### config.mk
export PLATFORM = sky130hd
export DESIGN_NAME = lptt_ctrl
export DESIGN_NICKNAME = d
export VERILOG_FILES = /design/src/hdl/lptt_pkg.sv /design/src/hdl/lptt_ctrl.sv
export SDC_FILE = /design/constraint.sdc
export NUM_CORES = 1
export LEC_CHECK = 0
export BUFFER_PORTS_ARGS = -buffer_cell sky130_fd_sc_hd__buf_2
export CAP_MARGIN = 0
export CORE_AREA = 2 2 39 41
export CTS_CLUSTER_DIAMETER = 150
export CTS_CLUSTER_SIZE = 40
export DETAILED_ROUTE_END_ITERATION = 8
export DIE_AREA = 0 0 41 43
export GPL_TIMING_DRIVEN = 0
export PLACE_DENSITY = 0.67
export SLEW_MARGIN = 0
export SYNTH_ARGS = -nofsm -noshare
export SYNTH_HDL_FRONTEND = slang
export SYNTH_SLANG_ARGS = --single-unit
### constraint.sdc
create_clock -name clk -period 1.9 [get_ports clk]
set_input_delay 0.285 -clock clk [delete_from_list [all_inputs] [get_ports clk]]
set_output_delay 0.285 -clock clk [all_outputs]
set_load 0.03 [all_outputs]
### src/hdl/lptt_pkg.sv
// lptt_pkg: shared types and constants for the linear probe transposition table
// field widths, request and status codes, controller states, command and status bundles
// no dependencies
package lptt_pkg;

    localparam int KEY_W      = 64;
    localparam int DEPTH_W    = 4;
    localparam int SCORE_W    = 32;
    localparam int BOUND_W    = 2;
    localparam int REQ_W      = 2;
    localparam int STATUS_W   = 2;
    localparam int PAYLOAD_W  = DEPTH_W + SCORE_W + BOUND_W;
    localparam int ENTRY_W    = KEY_W + PAYLOAD_W;
    localparam int IN_DATA_W  = ((ENTRY_W + 7) / 8) * 8;
    localparam int OUT_DATA_W = ((PAYLOAD_W + 7) / 8) * 8;

    typedef enum logic [REQ_W-1:0] {
        REQ_LOOKUP = 2'd0,
        REQ_STORE  = 2'd1,
        REQ_CLEAR  = 2'd2
    } req_t;

    typedef enum logic [STATUS_W-1:0] {
        STAT_OK   = 2'd0,
        STAT_MISS = 2'd1,
        STAT_FULL = 2'd2,
        STAT_ZERO = 2'd3
    } status_t;

    typedef enum logic [2:0] {
        ST_BOOT,
        ST_IDLE,
        ST_DECODE,
        ST_READ,
        ST_CHECK,
        ST_CLEAR,
        ST_RESP
    } state_t;

    typedef struct packed {
        logic    load_req;
        logic    sweep_write;
        logic    probe_init;
        logic    probe_read;
        logic    probe_next;
        logic    store_write;
        logic    out_load;
        status_t out_status;
        logic    out_hit;
    } cmd_t;

    typedef struct packed {
        req_t req_type;
        logic key_zero;
        logic hash_done;
        logic slot_empty;
        logic slot_match;
        logic circle_done;
        logic sweep_last;
        logic out_free;
    } dp_status_t;

endpackage

### src/hdl/lptt_ctrl.sv
// lptt_ctrl: controller state machine for clear sweeps, probe walks and result hand-off
// uses lptt_pkg
module lptt_ctrl
    import lptt_pkg::*;
(
    input  logic       clk,
    input  logic       rst_n,
    input  logic       in_valid,
    output logic       in_ready,
    input  dp_status_t stat,
    output cmd_t       cmd
);

    state_t  state_reg;
    state_t  state_next;
    status_t resp_code_reg;
    status_t resp_code_next;
    logic    resp_hit_reg;
    logic    resp_hit_next;

    always_ff @(posedge clk or negedge rst_n)
    begin
        if (!rst_n)
        begin
            state_reg     <= ST_BOOT;
            resp_code_reg <= STAT_OK;
            resp_hit_reg  <= 1'b0;
        end
        else
        begin
            state_reg     <= state_next;
            resp_code_reg <= resp_code_next;
            resp_hit_reg  <= resp_hit_next;
        end
    end

    always_comb
    begin
        state_next     = state_reg;
        resp_code_next = resp_code_reg;
        resp_hit_next  = resp_hit_reg;
        cmd            = '0;
        cmd.out_status = resp_code_reg;
        cmd.out_hit    = resp_hit_reg;
        in_ready       = 1'b0;
        case (state_reg)
            ST_BOOT:
            begin
                cmd.sweep_write = 1'b1;
                if (stat.sweep_last)
                begin
                    state_next = ST_IDLE;
                end
            end
            ST_IDLE:
            begin
                in_ready = 1'b1;
                if (in_valid)
                begin
                    cmd.load_req = 1'b1;
                    state_next   = ST_DECODE;
                end
            end
            ST_DECODE:
            begin
                case (stat.req_type)
                    REQ_CLEAR:
                    begin
                        state_next = ST_CLEAR;
                    end
                    REQ_LOOKUP, REQ_STORE:
                    begin
                        if (stat.key_zero)
                        begin
                            resp_code_next = STAT_ZERO;
                            resp_hit_next  = 1'b0;
                            state_next     = ST_RESP;
                        end
                        else if (stat.hash_done)
                        begin
                            cmd.probe_init = 1'b1;
                            state_next     = ST_READ;
                        end
                    end
                    default:
                    begin
                        resp_code_next = STAT_OK;
                        resp_hit_next  = 1'b0;
                        state_next     = ST_RESP;
                    end
                endcase
            end
            ST_READ:
            begin
                cmd.probe_read = 1'b1;
                state_next     = ST_CHECK;
            end
            ST_CHECK:
            begin
                if (stat.slot_empty || stat.slot_match)
                begin
                    state_next = ST_RESP;
                    if (stat.req_type == REQ_STORE)
                    begin
                        cmd.store_write = 1'b1;
                        resp_code_next  = STAT_OK;
                        resp_hit_next   = 1'b0;
                    end
                    else
                    begin
                        resp_code_next = stat.slot_match ? STAT_OK : STAT_MISS;
                        resp_hit_next  = stat.slot_match;
                    end
                end
                else if (stat.circle_done)
                begin
                    state_next     = ST_RESP;
                    resp_code_next = (stat.req_type == REQ_STORE) ? STAT_FULL : STAT_MISS;
                    resp_hit_next  = 1'b0;
                end
                else
                begin
                    cmd.probe_next = 1'b1;
                    state_next     = ST_READ;
                end
            end
            ST_CLEAR:
            begin
                cmd.sweep_write = 1'b1;
                if (stat.sweep_last)
                begin
                    resp_code_next = STAT_OK;
                    resp_hit_next  = 1'b0;
                    state_next     = ST_RESP;
                end
            end
            ST_RESP:
            begin
                if (stat.out_free)
                begin
                    cmd.out_load = 1'b1;
                    state_next   = ST_IDLE;
                end
            end
            default:
            begin
                state_next = ST_IDLE;
            end
        endcase
    end

    a_probe_in_walk: assert property (@(posedge clk) disable iff (!rst_n)
        cmd.probe_read |=> state_reg == ST_CHECK)
        else $error("slot read not followed by a check");

    a_load_idle: assert property (@(posedge clk) disable iff (!rst_n)
        cmd.load_req |=> state_reg == ST_DECODE && !in_ready)
        else $error("request taken outside idle");

    a_resp_once: assert property (@(posedge clk) disable iff (!rst_n)
        cmd.out_load |=> state_reg == ST_IDLE && !cmd.out_load)
        else $error("result loaded twice for one request");

endmodule

==> impl_metrics.tcl, run 1 <==
set metrics [dict create \
    status "finished clean" \
    htreeDepth 1 \
    port-buffer-count 21 \
    die_w_um 41 \
    synth_edf_count 0 \
    largest_reg_flops 3 \
    worstSetupEndpointType "primary output" \
    static-leakage-power_nw 0.343 \
    min_period_ps 1730 \
    post-synth-top-area-fraction_pct 29.3 \
    rr_worst_depth 4 \
    clk_pin_slew_ps 40 \
    cts.path.max_buffers 2 \
    cap_violations 0 \
    r2r-end "resp_code_reg[0]" \
    met1_length_um 583 \
    grt_max_degree 11 \
    via_per_inst 5.18 \
    dp_hpwl_um 973 \
    synthesis.area_um2 512 \
    io-pin-count 23 \
    wl_per_cell_um 11.6 \
    antenna_found_initial 0 \
    nets 103 \
    tightest_slew_ps 347 \
    route.detailed.drc 0 \
    routed.top_layer "met3" \
    synth.area.top_cells "dfrtp_1 29%, nor2_1 6.6%, mux2_1 4.4%" \
    hold_violations 0 \
    areaGrowthSynthToFinish_pct 33.0 \
    overflow 0 \
    holdWs_ps 369 \
    antenna_left 0 \
    reg2reg_slack_ps 370 \
    placed_cell_area_um2 648 \
    drtIter0Drc 21 \
    layout-drive-gt1-share_pct 39.3 \
    finalMaxSlewViolations 0 \
    tritoncts "built" \
    critPathKind "reg -> out" \
    yosysUniqueCellTypes 28 \
    fmax_ghz 0.578 \
    fp-row-count 14 \
    n_antenna_cell 0 \
    cts_buffers 3 \
    grt_first_pass_wirelength_um 1880 \
    synth_ff_type "dfrtp_1" \
    clk_latency_ps 230 \
    ys_ff_latch 6 \
    track_usage_pct 15.5 \
    fin_crit_sh_pct 91.1 \
    total_power_mw 1.10 \
    rr_startpoint "state_reg[1]" \
    required_ps 1620 \
    peakVddDrop_uv 749 \
    tns_ps 0 \
    wl_met2_um 587 \
    min_to "resp_hit_reg" \
    hold_path_class "in -> reg" \
    cp.arrival_ps 1450 \
    met3_length_um 47 \
    cp-start-kind "register" \
    routed_wl_um 1220 \
    grt_pass1_vias 453 \
    fin_util_pct 49.2 \
    rsz0062_at_grt "no" \
    initial_core_util_pct 37.0 \
    setup_viol_count_final 0 \
    coreArea_um2 1380 \
    relSlewSlack_pct 76.6 \
    globalplace.congestion 0.743 \
    postLayoutCellArea_um2 681 \
    cts_root_buffer "clkbuf_4" \
    num_vias 544 \
    numClockSinks 6 \
    yosysWarnings 0 \
    critPathMaxFanout 7 \
    ys_seq_area_share_pct 29.3 \
    synth_cells 64 \
    die_h_um 43 \
    synth_nets 76 \
    powerDensity_nw_per_um2 1620 \
    syn_area_per_cell_um2 8.00 \
    fin_skew_ps 0.493 \
    hp-start "stat[3]" \
    min_path_cells 2 \
    firstDrtPassIters 4 \
    die_area_um2 1760 \
    async_reset_ff_share_pct 100 \
    yosysTopAreaCell "dfrtp_1" \
]
-- worst max-delay path: stages (launching register included) --
cell and delay, ps:
dfrtp_1 450, nand2b_1 270, nor4_2 260, buf_2 230
-- cells by family (layout without fill, tap and decap cells) --
| group | Yosys count | after routing | share of synthesized area, % |
|---|---|---|---|
| DFF | 6 | 6 | 29.3 |
| muxes | 4 | 4 | 8.31 |
| AOI/OAI and AO/OA | 15 | 15 | 20.8 |
| buffers and inverters | 9 | 34 | 8.80 |
| xor gates and xnor gates | 1 | 1 | 1.71 |
| and+or+nand+nor | 29 | 29 | 31.1 |
-- routing by layer --
layer | vias up | global-route usage (%)
li1 | 285 | -
met1 | 240 | 22.0
met2 | 19 | 21.6
met3 | 0 | 3.14
met4 | 0 | 8.00
met5 | - | 0
-- layout make-up --
cell class              count  area (µm²)
well taps                  16        20.0
clock buffers               3        22.5
inverters                   4        15.0
multi-input cells          49         328
flip-flops and latches      6         150
repair buffers             22         115
plain buffers               5        30.0
fillers                   150         703
-- metrics by stage --
step,instances,worst slack (ps)
detailed placement,101,366
floorplan,64,161
global route,105,93.4
finish,105,168
CTS,105,154
global placement,101,373
-- where the power goes --
group	leakage (nW)	internal, mW	switching [mW]
clock	0.0138	0.0709	0.0380
sequential	0.0729	0.192	0.0513
combinational	0.256	0.281	0.467
total	0.343	0.544	0.556
-- how the worst max path moves through the flow --
stage	startpoint	to
final	state_reg[1]	cmd[4]
after global routing	state_reg[1]	cmd[4]
after CTS	state_reg[1]	cmd[4]
after detailed placement	stat[3]	resp_code_reg[0]
after global placement	stat[3]	resp_code_reg[0]
after floorplan	state_reg[2]	cmd[9]
-- cells in the mapped netlist (all sizes together), types with 2 or more instances --
cell,number
nor2,9
dfrtp,6
buf,5
a21oi,4
inv,4
nor3,4
nand2b,3
nor4,3
o21ai,3
a32o,2
and2,2
and3,2
mux2,2
mux2i,2
nand2,2
nand3b,2
-- layout by cell type, fill, tap and decap left out, drive strengths merged --
cell type and n:
a21boi 1, a21oi 4, a22oi 1, a31oi 1, a32o 2, and2 2, and3 2, buf 26
clkbuf 3, dfrtp 6, dlygate4sd3 1, inv 4, mux2 2, mux2i 2, nand2 2, nand2b 3
nand3b 2, nor2 9, nor2b 1, nor3 4, nor3b 1, nor4 3, o211ai 1, o21ai 3
o22ai 1, o41ai 1, xor2 1
-- repair_timing --
action                                 4_1_cts  5_1_grt
endpoints found under the hold margin        6        0
resized for setup                            0        0
hold buffers                                 1        0
buffers inserted                             0        0
No activity file was read; power rests on OpenSTA's default activity.
==> run 2, diff against run 1 <==
- CELL_PAD_IN_SITES_DETAIL_PLACEMENT: not set -> 0
- CELL_PAD_IN_SITES_GLOBAL_PLACEMENT: not set -> 1
- CORE_AREA: 2 2 39 41 -> not set
- CORE_UTILIZATION: not set -> 31
- DIE_AREA: 0 0 41 43 -> not set
- PLACE_DENSITY: 0.67 -> not set
- PLACE_DENSITY_LB_ADDON: not set -> 0.1
==> run 2 against run 1 <==
Against the previous run: register-to-register slack about the same; worst hold slack worse by 2.5 ps; non-clock buffer count unchanged; utilization down 4.5 points; clock power up 6%; via count down 1.7%; sequential power about the same; count of clock-buffer cells in the layout unchanged; highest routed layer unchanged.
==> impl_metrics.tcl, run 2 (synthesis results as in run 1) <==
set metrics [dict create \
    wl_per_cell_um 12.1 \
    globalplace.congestion 0.728 \
    fin_util_pct 44.7 \
    grt_pass1_vias 471 \
    hold_violations 0 \
    overflow 0 \
    setup_viol_count_final 0 \
    dp_hpwl_um 988 \
    p_sw_mw 0.562 \
    relSlewSlack_pct 75.2 \
    cts.repair.resized 0 \
    grt_max_degree 11 \
    cap_violations 0 \
    postLayoutCellArea_um2 681 \
    powerDensity_nw_per_um2 1630 \
    io-pin-count 23 \
    die_w_um 42.6 \
    drtIter0Drc 16 \
    intPower_mw 0.544 \
    hold_path_class "in -> reg" \
    fillCellCount 172 \
    n_antenna_cell 0 \
    die_area_um2 1820 \
    holdWs_ps 367 \
    static-leakage-power_nw 0.343 \
    via_per_inst 5.10 \
    required_ps 1620 \
    fmax_ghz 0.579 \
    die_h_um 42.6 \
    nets 103 \
    grt_first_pass_wirelength_um 2040 \
    rsz0062_at_grt "no" \
    cts.path.max_buffers 2 \
    areaGrowthSynthToFinish_pct 33.0 \
    peakVddDrop_uv 726 \
    cp.arrival_ps 1440 \
    status "finished clean" \
    clk_pin_slew_ps 50 \
    fp-row-count 14 \
    track_usage_pct 14.8 \
    tritoncts "built" \
    num_vias 535 \
    route.detailed.drc 0 \
    p_comb_share_pct 67.7 \
    cts_hold_buf 1 \
    antenna_left 0 \
    critPathKind "reg -> out" \
    seq_power_share_pct 21.8 \
    initial_core_util_pct 33.6 \
    fin_skew_ps 2.70 \
    routed_wl_um 1270 \
    placed_cell_area_um2 648 \
    fin_crit_sh_pct 91.0 \
    finalMaxSlewViolations 0 \
    total_power_mw 1.11 \
    port-buffer-count 21 \
    cp-start-kind "register" \
    coreArea_um2 1520 \
    htreeDepth 1 \
    layout-drive-gt1-share_pct 39.3 \
    tightest_slew_ps 368 \
    tns_ps 0 \
    antenna_found_initial 0 \
    firstDrtPassIters 4 \
    p_sw_share_pct 50.8 \
    power_frac_clock_pct 10.5 \
    min_period_ps 1730 \
    worstSetupEndpointType "primary output" \
    cts_buffers 3 \
    layout_common_cells "24 x buf_2, 9 x nor2_1, 6 x dfrtp_1" \
    numClockSinks 6 \
    cts_root_buffer "clkbuf_4" \
    largest_reg_flops 3 \
    cts_setup_buffers 0 \
    final_common_cell "buf_2" \
    critPathMaxFanout 7 \
    clk_latency_ps 240 \
]
run 2: final cells by class:
cell class              count  area, µm²  area share [%]
repair buffers             22        115            16.9
multi-input cells          49        328            48.2
inverters                   4       15.0            2.21
clock buffers               3       22.5            3.31
well taps                  16       20.0            2.94
flip-flops and latches      6        150            22.1
plain buffers               5       30.0            4.41
run 2: power by group through the flow:
stage | registers [mW] | clock network [mW] | logic (mW)
2_1_floorplan | 0.275 | 0 | 0.538
3_3_place_gp | 0.243 | 0 | 0.754
3_5_place_dp | 0.242 | 0 | 0.748
4_1_cts | 0.242 | 0.120 | 0.752
5_1_grt | 0.249 | 0.124 | 0.816
6_report | 0.241 | 0.116 | 0.750
run 2: critical path: stages (launching register included):
cell      delay (ps)
dfrtp_1          450
nand2b_1         270
nor4_2           260
buf_2            230
run 2: worst paths after layout:
path,start,cells after the start,end,slack [ps]
max,state_reg[1],3,cmd[4],170
min,stat[3],2,resp_hit_reg,370
max reg2reg,state_reg[1],4,resp_code_reg[1],370
min reg2reg,resp_code_reg[0],1,resp_code_reg[0],490
max in group asynchronous,rst_n,2,state_reg[1],1360
min in group asynchronous,rst_n,2,resp_code_reg[0],400
run 2: routing by layer:
| metal | wire (µm) | up-vias | share of wire [%] | track usage, % |
|---|---|---|---|---|
| met3 | 46 | 0 | 3.6 | 2.16 |
| li1 | - | 284 | - | - |
| met2 | 527 | 12 | 41 | 18.8 |
| met1 | 697 | 239 | 55 | 23.6 |
| met5 | 0 | - | 0 | 0 |
| met4 | 0 | 0 | 0 | 7.50 |
run 2: through the flow:
step                setup WS (ps)  cells
detailed placement            337    101
CTS                           161    105
floorplan                     161     64
global placement              353    101
global route                 94.1    105
finish                        172    105
